### src/hdl/clcd_pkg.sv
// Shared types, codes and init tables for the character LCD write controller.
package clcd_pkg;

	typedef enum logic [2:0] {
		OP_TICK   = 3'd0,
		OP_CMD    = 3'd1,
		OP_CHAR   = 3'd2,
		OP_CURSOR = 3'd3,
		OP_INIT   = 3'd4
	} op_t;

	typedef enum logic [1:0] {
		REG_FOUR_BIT    = 2'd0,
		REG_ENABLE_HIGH = 2'd1,
		REG_SETTLE      = 2'd2
	} reg_idx_t;

	typedef enum logic [2:0] {
		PH_IDLE    = 3'b001,
		PH_EN_HIGH = 3'b010,
		PH_EN_LOW  = 3'b100
	} phase_t;

	localparam logic [15:0] ENABLE_HIGH_RESET = 16'd1000;
	localparam logic [15:0] SETTLE_RESET      = 16'd5000;
	localparam logic [7:0]  ROW0_BASE         = 8'h80;
	localparam logic [7:0]  ROW1_BASE         = 8'hC0;
	localparam logic [3:0]  INIT4_LEN         = 4'd7;
	localparam logic [3:0]  INIT8_LEN         = 4'd5;

	typedef struct packed {
		logic        four_bit_mode;
		logic [15:0] enable_high_ticks;
		logic [15:0] settle_ticks;
	} cfg_t;

	typedef struct packed {
		logic [5:0] column;
		logic       row;
		logic [7:0] value;
		logic [2:0] operation;
	} item_t;

	typedef struct packed {
		logic       accepted;
		logic       busy_res;
		logic [7:0] bus_value;
		logic       enable_pin;
		logic       reg_select;
	} result_t;

	// Command byte of one init step; steps past the end read as zero.
	function automatic logic [7:0] init_byte(input logic four_bit, input logic [2:0] step);
		logic [7:0] b;
		b = 8'h00;
		if (four_bit) begin
			unique case (step)
				3'd0: b = 8'h33;
				3'd1: b = 8'h32;
				3'd2: b = 8'h28;
				3'd3: b = 8'h0C;
				3'd4: b = 8'h01;
				3'd5: b = 8'h06;
				3'd6: b = 8'h02;
				default: b = 8'h00;
			endcase
		end else begin
			unique case (step)
				3'd0: b = 8'h38;
				3'd1: b = 8'h0C;
				3'd2: b = 8'h01;
				3'd3: b = 8'h06;
				3'd4: b = 8'h02;
				default: b = 8'h00;
			endcase
		end
		return b;
	endfunction

endpackage

### src/hdl/clcd_engine.sv
// Transfer sequencer: pin state, tick counting and init stepping, one item per cycle while fire is high.
module clcd_engine (
	input  logic              clk,
	input  logic              arst_n,
	input  clcd_pkg::cfg_t    cfg,
	input  logic              fire,
	input  clcd_pkg::item_t   item,
	output clcd_pkg::result_t res
);
	import clcd_pkg::*;

	phase_t      phase_q, phase_d;
	logic [15:0] tick_q, tick_d;
	logic [7:0]  pending_q, pending_d;
	logic        second_q, second_d;
	logic [2:0]  step_q, step_d;
	logic        init_run_q, init_run_d;
	logic        rs_q, rs_d;
	logic [7:0]  bus_q, bus_d;

	always_comb begin
		logic [15:0] cnt;
		logic [15:0] hi_lim;
		logic [15:0] lo_lim;
		logic [3:0]  init_len;
		logic        start;
		logic [7:0]  sb;
		logic        srs;
		logic        acc;
		logic        is_req;
		phase_d    = phase_q;
		tick_d     = tick_q;
		pending_d  = pending_q;
		second_d   = second_q;
		step_d     = step_q;
		init_run_d = init_run_q;
		rs_d       = rs_q;
		bus_d      = bus_q;
		hi_lim     = (cfg.enable_high_ticks == 16'd0) ? 16'd1 : cfg.enable_high_ticks;
		lo_lim     = (cfg.settle_ticks == 16'd0) ? 16'd1 : cfg.settle_ticks;
		init_len   = cfg.four_bit_mode ? INIT4_LEN : INIT8_LEN;
		cnt        = tick_q + 16'd1;
		start      = 1'b0;
		sb         = 8'h00;
		srs        = 1'b0;
		acc        = 1'b0;
		is_req     = (item.operation == OP_CMD) || (item.operation == OP_CHAR) ||
			(item.operation == OP_CURSOR) || (item.operation == OP_INIT);

		priority if (item.operation == OP_TICK) begin
			unique case (phase_q)
				PH_EN_HIGH: begin
					tick_d = cnt;
					if (cnt >= hi_lim) begin
						tick_d  = 16'd0;
						phase_d = PH_EN_LOW;
					end
				end
				PH_EN_LOW: begin
					tick_d = cnt;
					if (cnt >= lo_lim) begin
						tick_d = 16'd0;
						priority if (second_q) begin
							// low nibble of the same byte
							second_d = 1'b0;
							bus_d    = {1'b0, pending_q[3:0], 3'b000};
							phase_d  = PH_EN_HIGH;
						end else if (init_run_q && ({1'b0, step_q} + 4'd1 < init_len)) begin
							step_d = step_q + 3'd1;
							start  = 1'b1;
							sb     = init_byte(cfg.four_bit_mode, step_q + 3'd1);
						end else begin
							init_run_d = 1'b0;
							step_d     = 3'd0;
							phase_d    = PH_IDLE;
						end
					end
				end
				default: phase_d = PH_IDLE;
			endcase
		end else if (is_req && phase_q == PH_IDLE) begin
			acc   = 1'b1;
			start = 1'b1;
			unique case (item.operation)
				OP_CMD:  sb = item.value;
				OP_CHAR: begin
					sb  = item.value;
					srs = 1'b1;
				end
				OP_CURSOR: sb = (item.row ? ROW1_BASE : ROW0_BASE) + {2'b00, item.column};
				default: begin
					init_run_d = 1'b1;
					step_d     = 3'd0;
					sb         = init_byte(cfg.four_bit_mode, 3'd0);
				end
			endcase
		end else begin
			// rejected request or unused code: hold
		end

		if (start) begin
			pending_d = sb;
			rs_d      = srs;
			bus_d     = cfg.four_bit_mode ? {1'b0, sb[7:4], 3'b000} : sb;
			second_d  = cfg.four_bit_mode;
			tick_d    = 16'd0;
			phase_d   = PH_EN_HIGH;
		end

		res.reg_select = rs_d;
		res.enable_pin = (phase_d == PH_EN_HIGH);
		res.bus_value  = bus_d;
		res.busy_res   = (phase_d != PH_IDLE);
		res.accepted   = acc;
	end

	always_ff @(posedge clk or negedge arst_n) begin
		if (!arst_n) begin
			phase_q    <= PH_IDLE;
			tick_q     <= 16'd0;
			pending_q  <= 8'h00;
			second_q   <= 1'b0;
			step_q     <= 3'd0;
			init_run_q <= 1'b0;
			rs_q       <= 1'b0;
			bus_q      <= 8'h00;
		end else if (fire) begin
			phase_q    <= phase_d;
			tick_q     <= tick_d;
			pending_q  <= pending_d;
			second_q   <= second_d;
			step_q     <= step_d;
			init_run_q <= init_run_d;
			rs_q       <= rs_d;
			bus_q      <= bus_d;
		end
	end

endmodule

### src/hdl/char_lcd_write_controller_unit.sv
// Top level of the character LCD write controller: stream ports, config registers, pipeline.
//
// Each beat on the slave side is one timebase tick or one request (command byte, character
// byte, cursor move, init sequence) and yields exactly one result beat that shows the RS,
// enable and data pin levels after the beat has been applied, plus busy and an accepted
// flag. The block takes one beat per clock unless m_tready stalls the output; a beat waits
// in the input register and its result enters the output register once it is processed.
// The output register lets a new beat enter while a result still waits on m_tready.
// Requests arriving while a transfer or the init sequence runs are dropped with accepted
// low. Write the configuration registers only while no beat is in flight.
module char_lcd_write_controller_unit (
	input  logic        clk,
	input  logic        arst_n,
	input  logic        s_tvalid,
	output logic        s_tready,
	input  logic [15:0] s_tdata,   // value[7:0], row[8], column[14:9], zero[15]
	input  logic [2:0]  s_tuser,   // operation[2:0]
	output logic        m_tvalid,
	input  logic        m_tready,
	output logic [15:0] m_tdata,   // reg_select[0], enable_pin[1], bus_value[9:2],
	                               // busy_res[10], accepted[11], zero[15:12]
	input  logic        cfg_we,
	input  logic [1:0]  cfg_index,
	input  logic [15:0] cfg_wdata
);
	import clcd_pkg::*;

	cfg_t    cfg_q;
	logic    v_s1;
	item_t   item_s1;
	logic    advance;
	logic    fire;
	result_t res;
	logic    m_tvalid_q;
	result_t res_q;

	always_ff @(posedge clk or negedge arst_n) begin
		if (!arst_n) begin
			cfg_q.four_bit_mode     <= 1'b1;
			cfg_q.enable_high_ticks <= ENABLE_HIGH_RESET;
			cfg_q.settle_ticks      <= SETTLE_RESET;
		end else if (cfg_we) begin
			unique case (cfg_index)
				REG_FOUR_BIT:    cfg_q.four_bit_mode     <= cfg_wdata[0];
				REG_ENABLE_HIGH: cfg_q.enable_high_ticks <= cfg_wdata;
				REG_SETTLE:      cfg_q.settle_ticks      <= cfg_wdata;
				default: ;
			endcase
		end
	end

	assign advance  = !m_tvalid_q || m_tready;
	assign fire     = v_s1 && advance;
	assign s_tready = !v_s1 || advance;

	always_ff @(posedge clk or negedge arst_n) begin
		if (!arst_n) begin
			v_s1 <= 1'b0;
		end else if (s_tready) begin
			v_s1 <= s_tvalid;
		end
	end

	always_ff @(posedge clk) begin
		if (s_tvalid && s_tready) begin
			item_s1.operation <= s_tuser;
			item_s1.value     <= s_tdata[7:0];
			item_s1.row       <= s_tdata[8];
			item_s1.column    <= s_tdata[14:9];
		end
	end

	clcd_engine u_engine (
		.clk   (clk),
		.arst_n(arst_n),
		.cfg   (cfg_q),
		.fire  (fire),
		.item  (item_s1),
		.res   (res)
	);

	always_ff @(posedge clk or negedge arst_n) begin
		if (!arst_n) begin
			m_tvalid_q <= 1'b0;
		end else if (advance) begin
			m_tvalid_q <= v_s1;
		end
	end

	always_ff @(posedge clk) begin
		if (fire) begin
			res_q <= res;
		end
	end

	assign m_tvalid = m_tvalid_q;
	assign m_tdata  = {4'b0000, res_q};

	// A taken request always starts a transfer.
	assert property (@(posedge clk) disable iff (!arst_n)
		m_tvalid_q && res_q.accepted |-> res_q.busy_res)
		else $error("accepted result without busy");

	assert property (@(posedge clk) disable iff (!arst_n)
		m_tvalid_q && res_q.enable_pin |-> res_q.busy_res)
		else $error("enable high while idle");

	assert property (@(posedge clk) disable iff (!arst_n)
		fire && res.accepted |->
			(item_s1.operation == OP_CMD) || (item_s1.operation == OP_CHAR) ||
			(item_s1.operation == OP_CURSOR) || (item_s1.operation == OP_INIT))
		else $error("non-request beat marked accepted");

	assert property (@(posedge clk) disable iff (!arst_n)
		fire |=> m_tvalid_q)
		else $error("processed beat produced no result");

endmodule
### config.mk
export PLATFORM = sky130hd
export DESIGN_NAME = char_lcd_write_controller_unit
export DESIGN_NICKNAME = d
export VERILOG_FILES = /design/src/hdl/clcd_pkg.sv /design/src/hdl/clcd_engine.sv /design/src/hdl/char_lcd_write_controller_unit.sv
export SDC_FILE = /design/constraint.sdc
export NUM_CORES = 1
export LEC_CHECK = 0
export BUFFER_PORTS_ARGS = -buffer_cell sky130_fd_sc_hd__buf_2
export CORE_ASPECT_RATIO = 0.6
export CORE_UTILIZATION = 45
export DETAILED_ROUTE_END_ITERATION = 10
export GPL_TIMING_DRIVEN = 0
export HOLD_SLACK_MARGIN = 0.12
export SETUP_SLACK_MARGIN = 0.2
export SYNTH_ARGS = -nofsm -noshare
export SYNTH_HDL_FRONTEND = slang
export SYNTH_SLANG_ARGS = --single-unit
### constraint.sdc
create_clock -name clk -period 9.6 [get_ports clk]
set_clock_uncertainty 0.1 [all_clocks]
set_input_delay 0.48 -clock clk [delete_from_list [all_inputs] [get_ports clk]]
set_output_delay 0.48 -clock clk [all_outputs]
set_load 0.1 [all_outputs]
* Word-level counts from Yosys, hierarchy flattened *
Cells that the tools add are included.

word-level totals
  input bits = 42
  word-level logic and storage cells = 143
  bits in registers = 102
  output and inout port bits = 18

cells by class
  equality and inequality tests = 22
  mux-type cells = 61
  order comparisons = 3
  reductions and logical operators = 31
  add/subtract/negate cells = 4

operator list
  kind                                                                    number
  8-bit 2-to-1 mux                                                        13
  16-bit 2-to-1 mux                                                       6
  6-bit one-hot mux with 7 select lines                                   1
  3-bit 2-to-1 mux                                                        13
  16-bit greater-or-equal comparator                                      2
  16-bit zero test                                                        2
  16-bit one-hot mux with 2 select lines                                  1
  6-bit one-hot mux with 5 select lines                                   1
  1-bit 2-to-1 mux                                                        21
  3-bit by 2-bit equality test with 1-bit output (second input constant)  6
  16-bit by 1-bit adder with 16-bit output (second input constant)        1
  8-bit one-hot mux with 2 select lines                                   1
  3-bit equality test (second input constant)                             5
  3-bit by 1-bit equality test with 1-bit output (second input constant)  3
  8-bit by 6-bit adder with 8-bit output                                  1
  2-bit != test (second input constant)                                   4
  2-bit AND reduction                                                     4
  2-bit nonzero test                                                      4
  7-bit 2-to-1 mux                                                        1
  7-bit AND reduction                                                     1
  3-bit zero test                                                         2
  3-bit one-hot mux with 2 select lines                                   1
  6-bit AND reduction                                                     1
  1-bit logical OR                                                        5
  other kinds (17)                                                        21

* Depth between registers and ports, before layout *
Gate-level depths: netlist of run 1.

  word-level depth = 11
  mapped depth = 17
  depth with buffers taken out = 16

* By module *
From an unflattened synthesis of run 1, not the netlist that was laid out.

unflattened totals
  cell total of the unflattened synthesis = 604
  area total of the unflattened synthesis = 6192.2 um^2

by module, submodules not included
  module                          area an instance (um^2)  cells each  sequential area each (um^2)  times used
  clcd_engine                     3811.2                   490         927.1                        1
  char_lcd_write_controller_unit  2381.0                   114         1791.7                       1

* Worst setup path after synthesis of run 1 *
OpenSTA, ideal clock, no wires.

  path type = register to register
  start = reg u_engine.tick_q[0]
  end = reg res_q (netlist bit m_tdata[4]) (data pin)
  setup slack = 5841 ps
  stages on the path, launching flop included = 16
  period minus slack after synthesis = 3759 ps
  library setup time = 256 ps
  path buffers = 0
  required time = 9244 ps
  arrival = 3402 ps
  cells stage by stage = dfrtp_1 ha_1 nand3_1 nor2_1 and3_1 and3_1 nand3_1 xnor2_1 ha_1 and4_4 o211ai_2 o32a_4 a21oi_4 nand3_4 and2_1 a22o_1

RTL lines
  what                      line                                  source
  start: declaration        clcd_engine.sv:13                     logic [15:0] tick_q, tick_d;
  start signal: assignment  clcd_engine.sv:129                    tick_q <= tick_d;
  end signal: assignment    char_lcd_write_controller_unit.sv:92  res_q <= res;
  end: declaration          char_lcd_write_controller_unit.sv:35  result_t res_q;

* Worst setup path after layout of run 1 *
  start = reg u_engine.tick_q[0]
  end = reg u_engine.bus_q[2]

between the ends
  longest elaborated chain between the ends = 7
  elaborated cells between the ends (all ways) = 13
  classes of those cells = add/sub: 1; order compare: 1; mux: 11

RTL lines
  what                                          line                source
  16-bit by 1-bit adder with 16-bit output (*)  clcd_engine.sv:42   cnt = tick_q + 16'd1;
  16-bit greater-or-equal comparator (*)        clcd_engine.sv:61   if (cnt >= lo_lim) begin
  8-bit 2-to-1 mux                              clcd_engine.sv:61
  8-bit 2-to-1 mux                              clcd_engine.sv:51   unique case (phase_q)
  8-bit 2-to-1 mux                              clcd_engine.sv:50   priority if (item.operation == OP_TICK) begin
  8-bit 2-to-1 mux                              clcd_engine.sv:104  bus_d = cfg.four_bit_mode ? {1'b0, sb[7:4], 3'b000} : sb;
  8-bit 2-to-1 mux (*)                          clcd_engine.sv:101  if (start) begin
  end signal: assignment                        clcd_engine.sv:135  bus_q <= bus_d;
  end: declaration                              clcd_engine.sv:19   logic [7:0] bus_q, bus_d;

Every way passes the cells marked *; elsewhere a longest branch is shown, timed or not.
A chain may end at the register's enable or synchronous reset.

==> results of run 1 <==
kinds of logic after synthesis:
logic type      Yosys count  synth area share (%)
compound gates          128                 15.35
xor+xnor                 17                 2.534
fa+ha+maj                39                 8.262
buf+inv                  57                 4.088
flops                   102                 46.27
mux                      47                 8.901
other cells               1               0.06382
simple gates            162                 14.52
worst max path at each step:
stage	startpoint	end	slack, ns	depth (start not counted)
2_1_floorplan	u_engine.tick_q[0]	m_tdata[4]	5.84	15
3_3_place_gp	u_engine.tick_q[0]	u_engine.bus_q[2]	5.03	17
3_5_place_dp	u_engine.tick_q[0]	u_engine.bus_q[2]	5.02	17
4_1_cts	u_engine.tick_q[0]	u_engine.bus_q[2]	4.98	17
5_1_grt	u_engine.tick_q[0]	m_tdata[2]	4.60	16
6_report	u_engine.tick_q[0]	u_engine.bus_q[2]	4.95	17
sequential cells by signal, summed over array words and instances, names as in the netlist:
register / cells
cfg_q: 33
item_s1: 18
m_tdata: 12
m_tvalid: 1
u_engine.bus_q: 8
u_engine.init_run_q: 1
u_engine.pending_q: 4
u_engine.phase_q: 3
u_engine.rs_q: 1
u_engine.second_q: 1
u_engine.step_q: 3
u_engine.tick_q: 16
v_s1: 1
synth_stat cells, drive strengths merged (3+ instances only):
master   instances
xnor2            9
and2             5
nor3             9
a31oi            3
o2bb2ai          3
or2              3
and3             7
nand3b           5
dfrtp           59
inv             34
a22o            12
a21oi           22
a21o             9
or3              3
nand3           15
nor4             7
edfxtp          30
nor3b            6
clkbuf           9
mux2            42
buf             13
o21ai           41
nor2            25
dfstp           13
mux2i            5
nor2b            5
nand2           54
o21a             4
o21bai           3
xor2             8
a22oi            6
nand2b           8
nand4            5
ha              38
per-layer routing:
layer,share of wire [%],GRT usage [%],up-vias
met3,7.4,6.111,9
li1,-,-,2147
met4,0.89,5.357,0
met2,37,27.58,133
met5,0,0,-
met1,54,37.39,2192
cell type report:
class                      instances  area [um2]  share of cell area, %
buffer                            22       108.9                  1.630
clock buffer                      10       229.0                  3.429
clock inverter                     6       52.55                 0.7870
inverter                          35       131.4                  1.967
multi-input combinational        397        2928                  43.84
sequential                       102        2719                  40.72
tap                              165       206.4                  3.092
timing repair buffer              56       302.8                  4.534
timing repair:
| item | in CTS | in global routing |
|---|---|---|
| hold buffers | 1 | 0 |
| setup buffers | 0 | 0 |
| endpoints found under the hold margin | 24 | 0 |
| gates resized for setup | 0 | 0 |
| setup endpoints to repair | 0 | 0 |
stage by stage:
| stage | power, mW | utilization (%) |
|---|---|---|
| final | 1.408 | 53.97 |
| after global routing | 1.481 | 53.97 |
| after CTS | 1.410 | 53.97 |
| after detailed placement | 1.048 | 51.61 |
| after global placement | 1.032 | 51.43 |
| after floorplan | 0.9293 | - |
where the power goes:
group / internal (mW) / switching (mW)
Clock: 0.182 / 0.181
Sequential: 0.537 / 0.0573
Combinational: 0.154 / 0.297
Total: 0.873 / 0.535
==> flow_summary_export.csv, run 1 <==
group,metric,value,unit
layout,fillers,1089,
min_path,holdPathEnd,"item_s1[14]",
clock_network,cts_inserted_buffers,9,
min_path,hold_path_class,"in2reg",
floorplanning,initial_core_util,47.49,%
floorplanning,dieArea,13530,um2
timing,tightestPinTransition,0.8967,ns
layout,layout-drive-gt1-share,24.52,%
critical_path,cp_max_fo,9,
floorplanning,ios,60,
routing,route.detailed.drc,0,
pwr,irDropWorstVdd,0.1088,mV
logic_synthesis,syn-cell-area,5876,um2
logic_synthesis,yosys_most_used_dff,"dfrtp_1",
logic_synthesis,synth_edf_count,30,
grt,globalRouteOverflowTotal,0,
layout,stdcell_area,6678,um2
timing,fin_crit,4.647,ns
place,dpl.hpwl,11.07,mm
logic_synthesis,ys_seq_area_share,46.27,%
critical_path,endpoint_kind,"flop",
routing,avgViaCountPerCell,5.651,
place,placed_cells,776,
critical_path,critPathKind,"reg2reg",
floorplanning,fp.dieH,90.51,um
clock_network,root_buffer,"clkbuf_16",
timing,finalSetupTns,0,ns
critical_path,worst_ep_arrival_time,4.79,ns
timing,relSlewSlack,40.22,%
logic_synthesis,ys_top_cells_by_area,"dfrtp_1 25%, edfxtp_1 15%, ha_1 8.1%, mux2_2 8.0%, dfstp_2 5.8%",
grt,grt_max_degree,42,
clock_network,cts_sinks,102,
clock_network,h-tree-depth,3,
layout,final_cell_mix,"62 x buf_2, 59 x dfrtp_1, 53 x nand2_1",
pwr,leakagePower,3.018,nW
min_path,hold_start,"s_tdata[11]",
place,finalWeightedCongestion,0.8571,
pwr,p_per_area,210.8,nW/um2
grt,grt_pass1_vias,4109,
clock_network,path_clk_slew,0.08,ns
clock_network,clock_latency,0.36,ns
logic_synthesis,yosys.area.top_type,"dfrtp_1",
timing,fin_ws,4.953,ns
critical_path,worst_path_dominant_cell_family,"simple AND/OR/NAND/NOR gates",
floorplanning,die_width,149.5,um
critical_path,reg2reg_depth,17,
layout,num-nets-final,703,
routing,antenna_left,0,
place,place_area,6386,um2
critical_path,worst_path_max_delay_cell,"dfrtp_1",
min_path,min_path_cells,1,
grt,antenna_found_initial,0,
floorplanning,core_area,12370,um2
timing,hold_violations,0,
timing,rsz0062_at_grt,"false",
critical_path,start_kind,"flop",
layout,final_common_cell,"buf_2",
logic_synthesis,syn_inst,553,
routing,routedWlPerCell,18.14,um
routing,first_pass_iters,4,
timing,fin_crit_sh,48.41,%
logic_synthesis,synth_seq_cells,102,
place,dp_slack,5.018,ns
critical_path,rrSetupSlack,4.95,ns
grt,grt_pass1_wl,22.99,mm
critical_path,critPathMaxStageDelay,0.48,ns
logic_synthesis,avgSynthCellArea,10.63,um2
routing,drt_wl_total,14.38,mm
clock_network,clk_path_buf_depth,2,
critical_path,r2r-start,"u_engine.tick_q[0]",
layout,fin_cells,793,
logic_synthesis,synth_top_area_share,25.13,%
critical_path,r2r-end,"u_engine.bus_q[2]",
critical_path,crit_chain,"ha_1 -> nand3_1 -> nor2_1 -> and3_1 -> and3_1 -> nand3_1 -> xnor2_1 -> ha_1 -> a21oi_1 -> nand2_1 -> a221oi_2 -> nand2_2 -> a31oi_4 -> nand2b_1 -> buf_2 -> nor2_1 -> a22o_1",
routing,vias,4481,
run,max_cap_violations,0,
run_status,status,"completed",
critical_path,required,9.74,ns
layout,diodes,0,
timing,max_freq,215.2,MHz
grt,grt_util_all_layers,22.57,%
routing,drtIter0Drc,333,
clock_network,cts_tree,"built",
timing,whs,0.1902,ns
place,portBuffers,54,
timing,setup_viol,0,
layout,areaGrowthSynthToFinish,13.65,%
logic_synthesis,synthArstFlopShare,70.59,%
critical_path,path_buf_inv,1,
logic_synthesis,synthDistinctLibCells,72,
floorplanning,rows,31,
logic_synthesis,yosys_warnings,0,
timing,slew_viol_final,0,
(Power assumes the default switching activity.)
==> run 2: changes to the inputs <==
--- a/config.mk
+++ b/config.mk
@@ -5,6 +5,7 @@
 export SDC_FILE = /design/constraint.sdc
 export NUM_CORES = 1
 export LEC_CHECK = 0
+export ABC_AREA = 1
 export BUFFER_PORTS_ARGS = -buffer_cell sky130_fd_sc_hd__buf_2
 export CORE_ASPECT_RATIO = 0.6
 export CORE_UTILIZATION = 45
==> constraint.sdc (replaced) <==
create_clock -name clk -period 4.72 [get_ports clk]
set_clock_uncertainty 0.1 [all_clocks]
set_input_delay 0.236 -clock clk [delete_from_list [all_inputs] [get_ports clk]]
set_output_delay 0.236 -clock clk [all_outputs]
set_load 0.1 [all_outputs]
==> flow_summary_export.csv, run 2 <==
group,metric,value,unit
pwr,leakagePower,3.559,nW
routing,routedWlPerCell,14.75,um
logic_synthesis,yosys_most_used_dff,"dfrtp_1",
logic_synthesis,synth_fa_ha_area_share,7.985,%
timing,slew_viol_final,0,
routing,route.detailed.drc,0,
pwr,p_per_area,455.0,nW/um2
logic_synthesis,yosysMostFrequentCell,"nand2_1",
run_status,status,"completed",
place,finalWeightedCongestion,0.8728,
layout,diodes,0,
timing,relSlewSlack,27.85,%
logic_synthesis,syn_inst,734,
logic_synthesis,synth_seq_cells,102,
routing,drtIter0Drc,486,
critical_path,start_kind,"flop",
pwr,power,3.254,mW
routing,first_pass_iters,5,
layout,largest-register,"cfg_q",
logic_synthesis,synth_top_family_by_area,"simple AND/OR/NAND/NOR gates",
logic_synthesis,synth_compound_area_share,10.09,%
clock_network,hold_buffers,39,
timing,setup_viol,0,
grt,grt.met2_usage,32.64,%
routing,drt_wl_total,15.00,mm
place,placed_cells,962,
timing,rsz0062_at_grt,"false",
layout,reg_top3,"cfg_q: 33 flops, item_s1: 18 flops, u_engine.tick_q: 16 flops",
clock_network,cts_inserted_buffers,9,
floorplanning,initial_core_util,46.19,%
logic_synthesis,synth_top_cells_by_count,"236 x nand2_1, 95 x inv_1, 59 x dfrtp_1",
logic_synthesis,synthDistinctLibCells,43,
logic_synthesis,synth_top_area_share,24.80,%
clock_network,cts_tree,"built",
floorplanning,die_width,150.5,um
critical_path,cp_max_fo,9,
place,dpl.hpwl,11.16,mm
layout,areaGrowthSynthToFinish,20.09,%
grt,grt-busiest-layer,"met1",
grt,grt_use_met3,4.774,%
pwr,irDropWorstVdd,0.1960,mV
clock_network,root_buffer,"clkbuf_16",
layout,final_cell_mix,"236 x nand2_1, 95 x inv_1, 59 x dfrtp_1",
logic_synthesis,yosys.area.top_type,"dfrtp_1",
grt,grt_max_degree,48,
min_path,hold_path_class,"in2async",
timing,whs,0.2365,ns
grt,use_met1,38.45,%
floorplanning,dieArea,13710,um2
timing,tightestPinTransition,1.082,ns
critical_path,worst_ep_arrival_time,3.95,ns
timing,fin_crit,3.755,ns
clock_network,clk_path_buf_depth,2,
timing,finalSetupTns,0,ns
timing,hold_violations,0,
logic_synthesis,synth_edf_count,30,
clock_network,cts_sinks,102,
grt,grt_util_all_layers,24.04,%
logic_synthesis,synth-xor-area-share,1.912,%
routing,antenna_left,0,
clock_network,cts_resized,0,
logic_synthesis,ys_top_cells_by_area,"dfrtp_1 25%, edfxtp_1 15%, nand2_1 15%, ha_1 8.0%, inv_1 6.0%",
critical_path,required,4.91,ns
floorplanning,fp.dieH,91.10,um
routing,vias,5211,
clock_network,path_clk_slew,0.07,ns
floorplanning,rows,32,
floorplanning,core_area,12890,um2
logic_synthesis,ys_seq_area_share,45.66,%
layout,layout-drive-gt1-share,13.81,%
run,max_cap_violations,0,
timing,fin_crit_sh,79.54,%
logic_synthesis,syn-cell-area,5954,um2
logic_synthesis,yosys_warnings,0,
logic_synthesis,yosys.area_share.simple,26.20,%
logic_synthesis,avgSynthCellArea,8.112,um2
grt,antenna_found_initial,0,
logic_synthesis,synth_mux_area_share,0,%
layout,final_common_cell,"nand2_1",
logic_synthesis,synthArstFlopShare,70.59,%
place,portBuffers,54,
critical_path,endpoint_kind,"flop",
floorplanning,ios,60,
layout,num-nets-final,922,
critical_path,critPathKind,"reg2reg",
layout,largest_register_ffs,33,
clock_network,post_cts_buffers,0,
routing,avgViaCountPerCell,5.124,
layout,fin_cells,1017,
grt,globalRouteOverflowTotal,0,
timing,max_freq,266.3,MHz
grt,grt_pass1_vias,4958,
clock_network,clock_latency,0.35,ns
clock_network,h-tree-depth,3,
grt,grt_pass1_wl,25.11,mm
run 2: cells by family after synthesis:
kind of cell               after synthesis
xor gates and xnor gates                13
other                                    1
adders and majority gates               38
and+or+nand+nor                        353
AOI/OAI and AO/OA                      108
buffers and inverters                  119
DFF                                    102
run 2: path summary, 6_finish.rpt:
| check | from | end | slack [ns] | cells after the start |
|---|---|---|---|---|
| max | u_engine.tick_q[0] | u_engine.tick_q[12] | 0.97 | 17 |
| min | arst_n | u_engine.bus_q[2] | 0.24 | 2 |
| max reg2reg | u_engine.tick_q[0] | u_engine.tick_q[12] | 0.97 | 17 |
| min reg2reg | u_engine.pending_q[3] | u_engine.pending_q[3] | 0.38 | 2 |
| max in group asynchronous | arst_n | cfg_q[25] | 3.65 | 3 |
| min in group clk | cfg_we | cfg_q[16] | 0.24 | 4 |
run 2: critical path: stages (launching register included):
cell and delay (ns):
dfrtp_1 0.51, nand3_1 0.16, nor2_1 0.22, nand2_1 0.13
nor2_1 0.18, xor2_1 0.48, ha_1 0.35, a21oi_1 0.16
nand2_1 0.07, nor2_1 0.10, nand2_1 0.08, nand2_1 0.09
nand2_2 0.15, a21oi_4 0.35, nand3b_2 0.19, nor2_4 0.23
nand2_1 0.09, nand2_1 0.07
run 2: layout make-up:
type | count | area [um2]
multi-input combinational | 516 | 2765
fill | 1192 | 5742
inverter | 101 | 379.1
clock buffer | 9 | 225.2
tap | 170 | 212.7
sequential | 102 | 2719
timing repair buffer | 94 | 690.7
clock inverter | 7 | 56.30
buffer | 18 | 102.6
run 2: metal layers:
| layer | share of wire (%) | vias up |
|---|---|---|
| met5 | 0 | - |
| met4 | 1.0 | 0 |
| met3 | 6.9 | 15 |
| met2 | 39 | 174 |
| met1 | 53 | 2421 |
| li1 | - | 2601 |
run 2: metrics by stage:
step	cell area, um2	util [%]	worst slack, ns
floorplan	5966	-	1.731
global placement	6449	50.02	1.102
detailed placement	6479	50.25	1.033
CTS	7151	55.46	1.004
global route	7151	55.46	0.6394
finish	7151	55.46	0.9655
run 2: power by group:
group	total, mW	switching (mW)	leakage, nW	internal, mW
Sequential	1.26	0.142	1.19	1.12
Clock	0.721	0.355	0.142	0.366
Combinational	1.27	0.889	2.23	0.383
==> run 3: changes to the inputs <==
==> constraint.sdc (replaced) <==
create_clock -name clk -period 3.75 [get_ports clk]
set_clock_uncertainty 0.1 [all_clocks]
set_input_delay 0.1875 -clock clk [delete_from_list [all_inputs] [get_ports clk]]
set_output_delay 0.1875 -clock clk [all_outputs]
set_load 0.1 [all_outputs]
==> flow_summary_export.csv, run 3 (synthesized netlist as in run 2, its figures left out) <==
group,metric,value,unit
place,portBuffers,54,
timing,fin_crit_sh,89.09,%
place,placed_cells,962,
grt,grt_max_degree,48,
floorplanning,die_width,150.5,um
floorplanning,rows,32,
floorplanning,ios,60,
place,dpl.hpwl,11.16,mm
grt,grt_util_all_layers,24.12,%
critical_path,rrSetupSlack,0.41,ns
place,place_area,6479,um2
floorplanning,initial_core_util,46.19,%
layout,largest-register,"cfg_q",
timing,max_freq,299.3,MHz
grt,antenna_found_initial,0,
layout,num-nets-final,933,
routing,routedWlPerCell,14.89,um
grt,globalRouteOverflowTotal,0,
critical_path,reg2reg_depth,18,
critical_path,cp_max_fo,8,
timing,finalSetupTns,0,ns
timing,tightestPinTransition,1.084,ns
layout,stdcell_area,7292,um2
clock_network,cts_sinks,102,
critical_path,r2r-end,"m_tdata[10]",
layout,largest_register_ffs,33,
clock_network,cts_inserted_buffers,9,
min_path,hold_path_class,"in2async",
critical_path,start_kind,"flop",
run_status,status,"completed",
routing,drtIter0Drc,481,
pwr,leakagePower,3.648,nW
critical_path,endpoint_kind,"flop",
layout,diodes,0,
timing,slew_viol_final,0,
clock_network,root_buffer,"clkbuf_16",
pwr,p_per_area,569.4,nW/um2
critical_path,required,3.76,ns
critical_path,r2r-start,"u_engine.tick_q[1]",
pwr,irDropWorstVdd,0.2492,mV
critical_path,worst_ep_arrival_time,3.35,ns
timing,relSlewSlack,27.71,%
layout,reg_top3,"cfg_q: 33 flops, item_s1: 18 flops, u_engine.tick_q: 16 flops",
place,finalWeightedCongestion,0.8728,
clock_network,clock_latency,0.36,ns
clock_network,path_clk_slew,0.07,ns
layout,final_cell_mix,"235 x nand2_1, 95 x inv_1, 58 x dfrtp_1",
routing,drt_wl_total,15.30,mm
floorplanning,core_area,12890,um2
clock_network,h-tree-depth,3,
layout,layout-drive-gt1-share,15.62,%
layout,final_common_cell,"nand2_1",
routing,first_pass_iters,6,
timing,rsz0062_at_grt,"true",
routing,route.detailed.drc,0,
run,max_cap_violations,0,
clock_network,clk_path_buf_depth,2,
timing,setup_viol,0,
layout,fin_cells,1028,
critical_path,critPathKind,"reg2reg",
grt,grt_pass1_wl,25.19,mm
routing,avgViaCountPerCell,5.155,
routing,antenna_left,0,
timing,hold_violations,0,
layout,areaGrowthSynthToFinish,22.46,%
timing,fin_crit,3.341,ns
layout,fillers,1172,
grt,grt_pass1_vias,4993,
floorplanning,dieArea,13710,um2
routing,vias,5299,
clock_network,cts_tree,"built",
floorplanning,fp.dieH,91.10,um
-- run 3: metal layers --
metal	global-route usage, %	vias up	routed length (um)
met5	0	-	0
met4	5.303	0	134
met3	4.774	13	949
met2	32.99	163	6118
met1	38.39	2504	8101
li1	-	2619	-
-- run 3: worst max-delay path by stage --
stage,start,cells past startpoint,end,slack (ns)
floorplan,u_engine.tick_q[0],18,m_tdata[10],0.76
finish,u_engine.tick_q[1],18,m_tdata[10],0.41
global route,u_engine.tick_q[1],18,u_engine.bus_q[7],0.16
global placement,u_engine.tick_q[0],18,m_tdata[10],0.13
CTS,u_engine.tick_q[0],18,m_tdata[10],0.24
detailed placement,u_engine.tick_q[0],17,u_engine.tick_q[12],0.06
-- run 3: critical path, cell delays in order, from the launching register on --
cell	delay (ns)
dfrtp_1	0.39
nand3_1	0.14
nor2_2	0.18
nand2_1	0.11
nor3b_2	0.22
nand3_1	0.12
xor2_1	0.15
inv_1	0.10
ha_1	0.33
a21oi_1	0.15
o21ai_1	0.09
a21oi_1	0.16
nand2_2	0.19
nand2_4	0.14
nand2_4	0.10
a21oi_1	0.13
nand2_1	0.12
nor2_1	0.13
nand2_1	0.06
-- run 3: per-stage QoR --
stage | total power [mW] | hold WS, ns | setup slack, ns | util [%]
2_1_floorplan | 2.758 | -0.2081 | 0.7614 | -
3_3_place_gp | 3.091 | 0.2647 | 0.1322 | 50.02
3_5_place_dp | 3.150 | 0.03547 | 0.06294 | 50.25
4_1_cts | 4.107 | 0.1855 | 0.2416 | 55.78
5_1_grt | 4.422 | 0.2357 | 0.1575 | 56.56
6_report | 4.152 | 0.1871 | 0.4090 | 56.56
-- run 3: layout make-up --
| class | instances | area [um2] | share of cell area (%) |
|---|---|---|---|
| inverters | 101 | 379.1 | 5.199 |
| repair buffers | 104 | 768.2 | 10.54 |
| well taps | 170 | 212.7 | 2.917 |
| flip-flops and latches | 102 | 2720 | 37.30 |
| multi-input cells | 517 | 2821 | 38.69 |
| clock inverters | 7 | 56.30 | 0.7721 |
| plain buffers | 18 | 108.9 | 1.493 |
| clock buffers | 9 | 225.2 | 3.089 |
-- run 3: what timing repair did --
action                                  in CTS  in global routing
pin swaps                                    1                  5
hold buffers                                40                  0
setup buffers                                2                  7
gates cloned                                 0                  1
gates resized for setup                      3                 11
endpoints found under the setup margin      31                 44
hold endpoints to repair                   112                  0
-- run 3: power by group --
group	switching [mW]	leakage (nW)	internal, mW
registers	0.167	1.19	1.41
logic	1.15	2.32	0.517
clock network	0.450	0.142	0.460
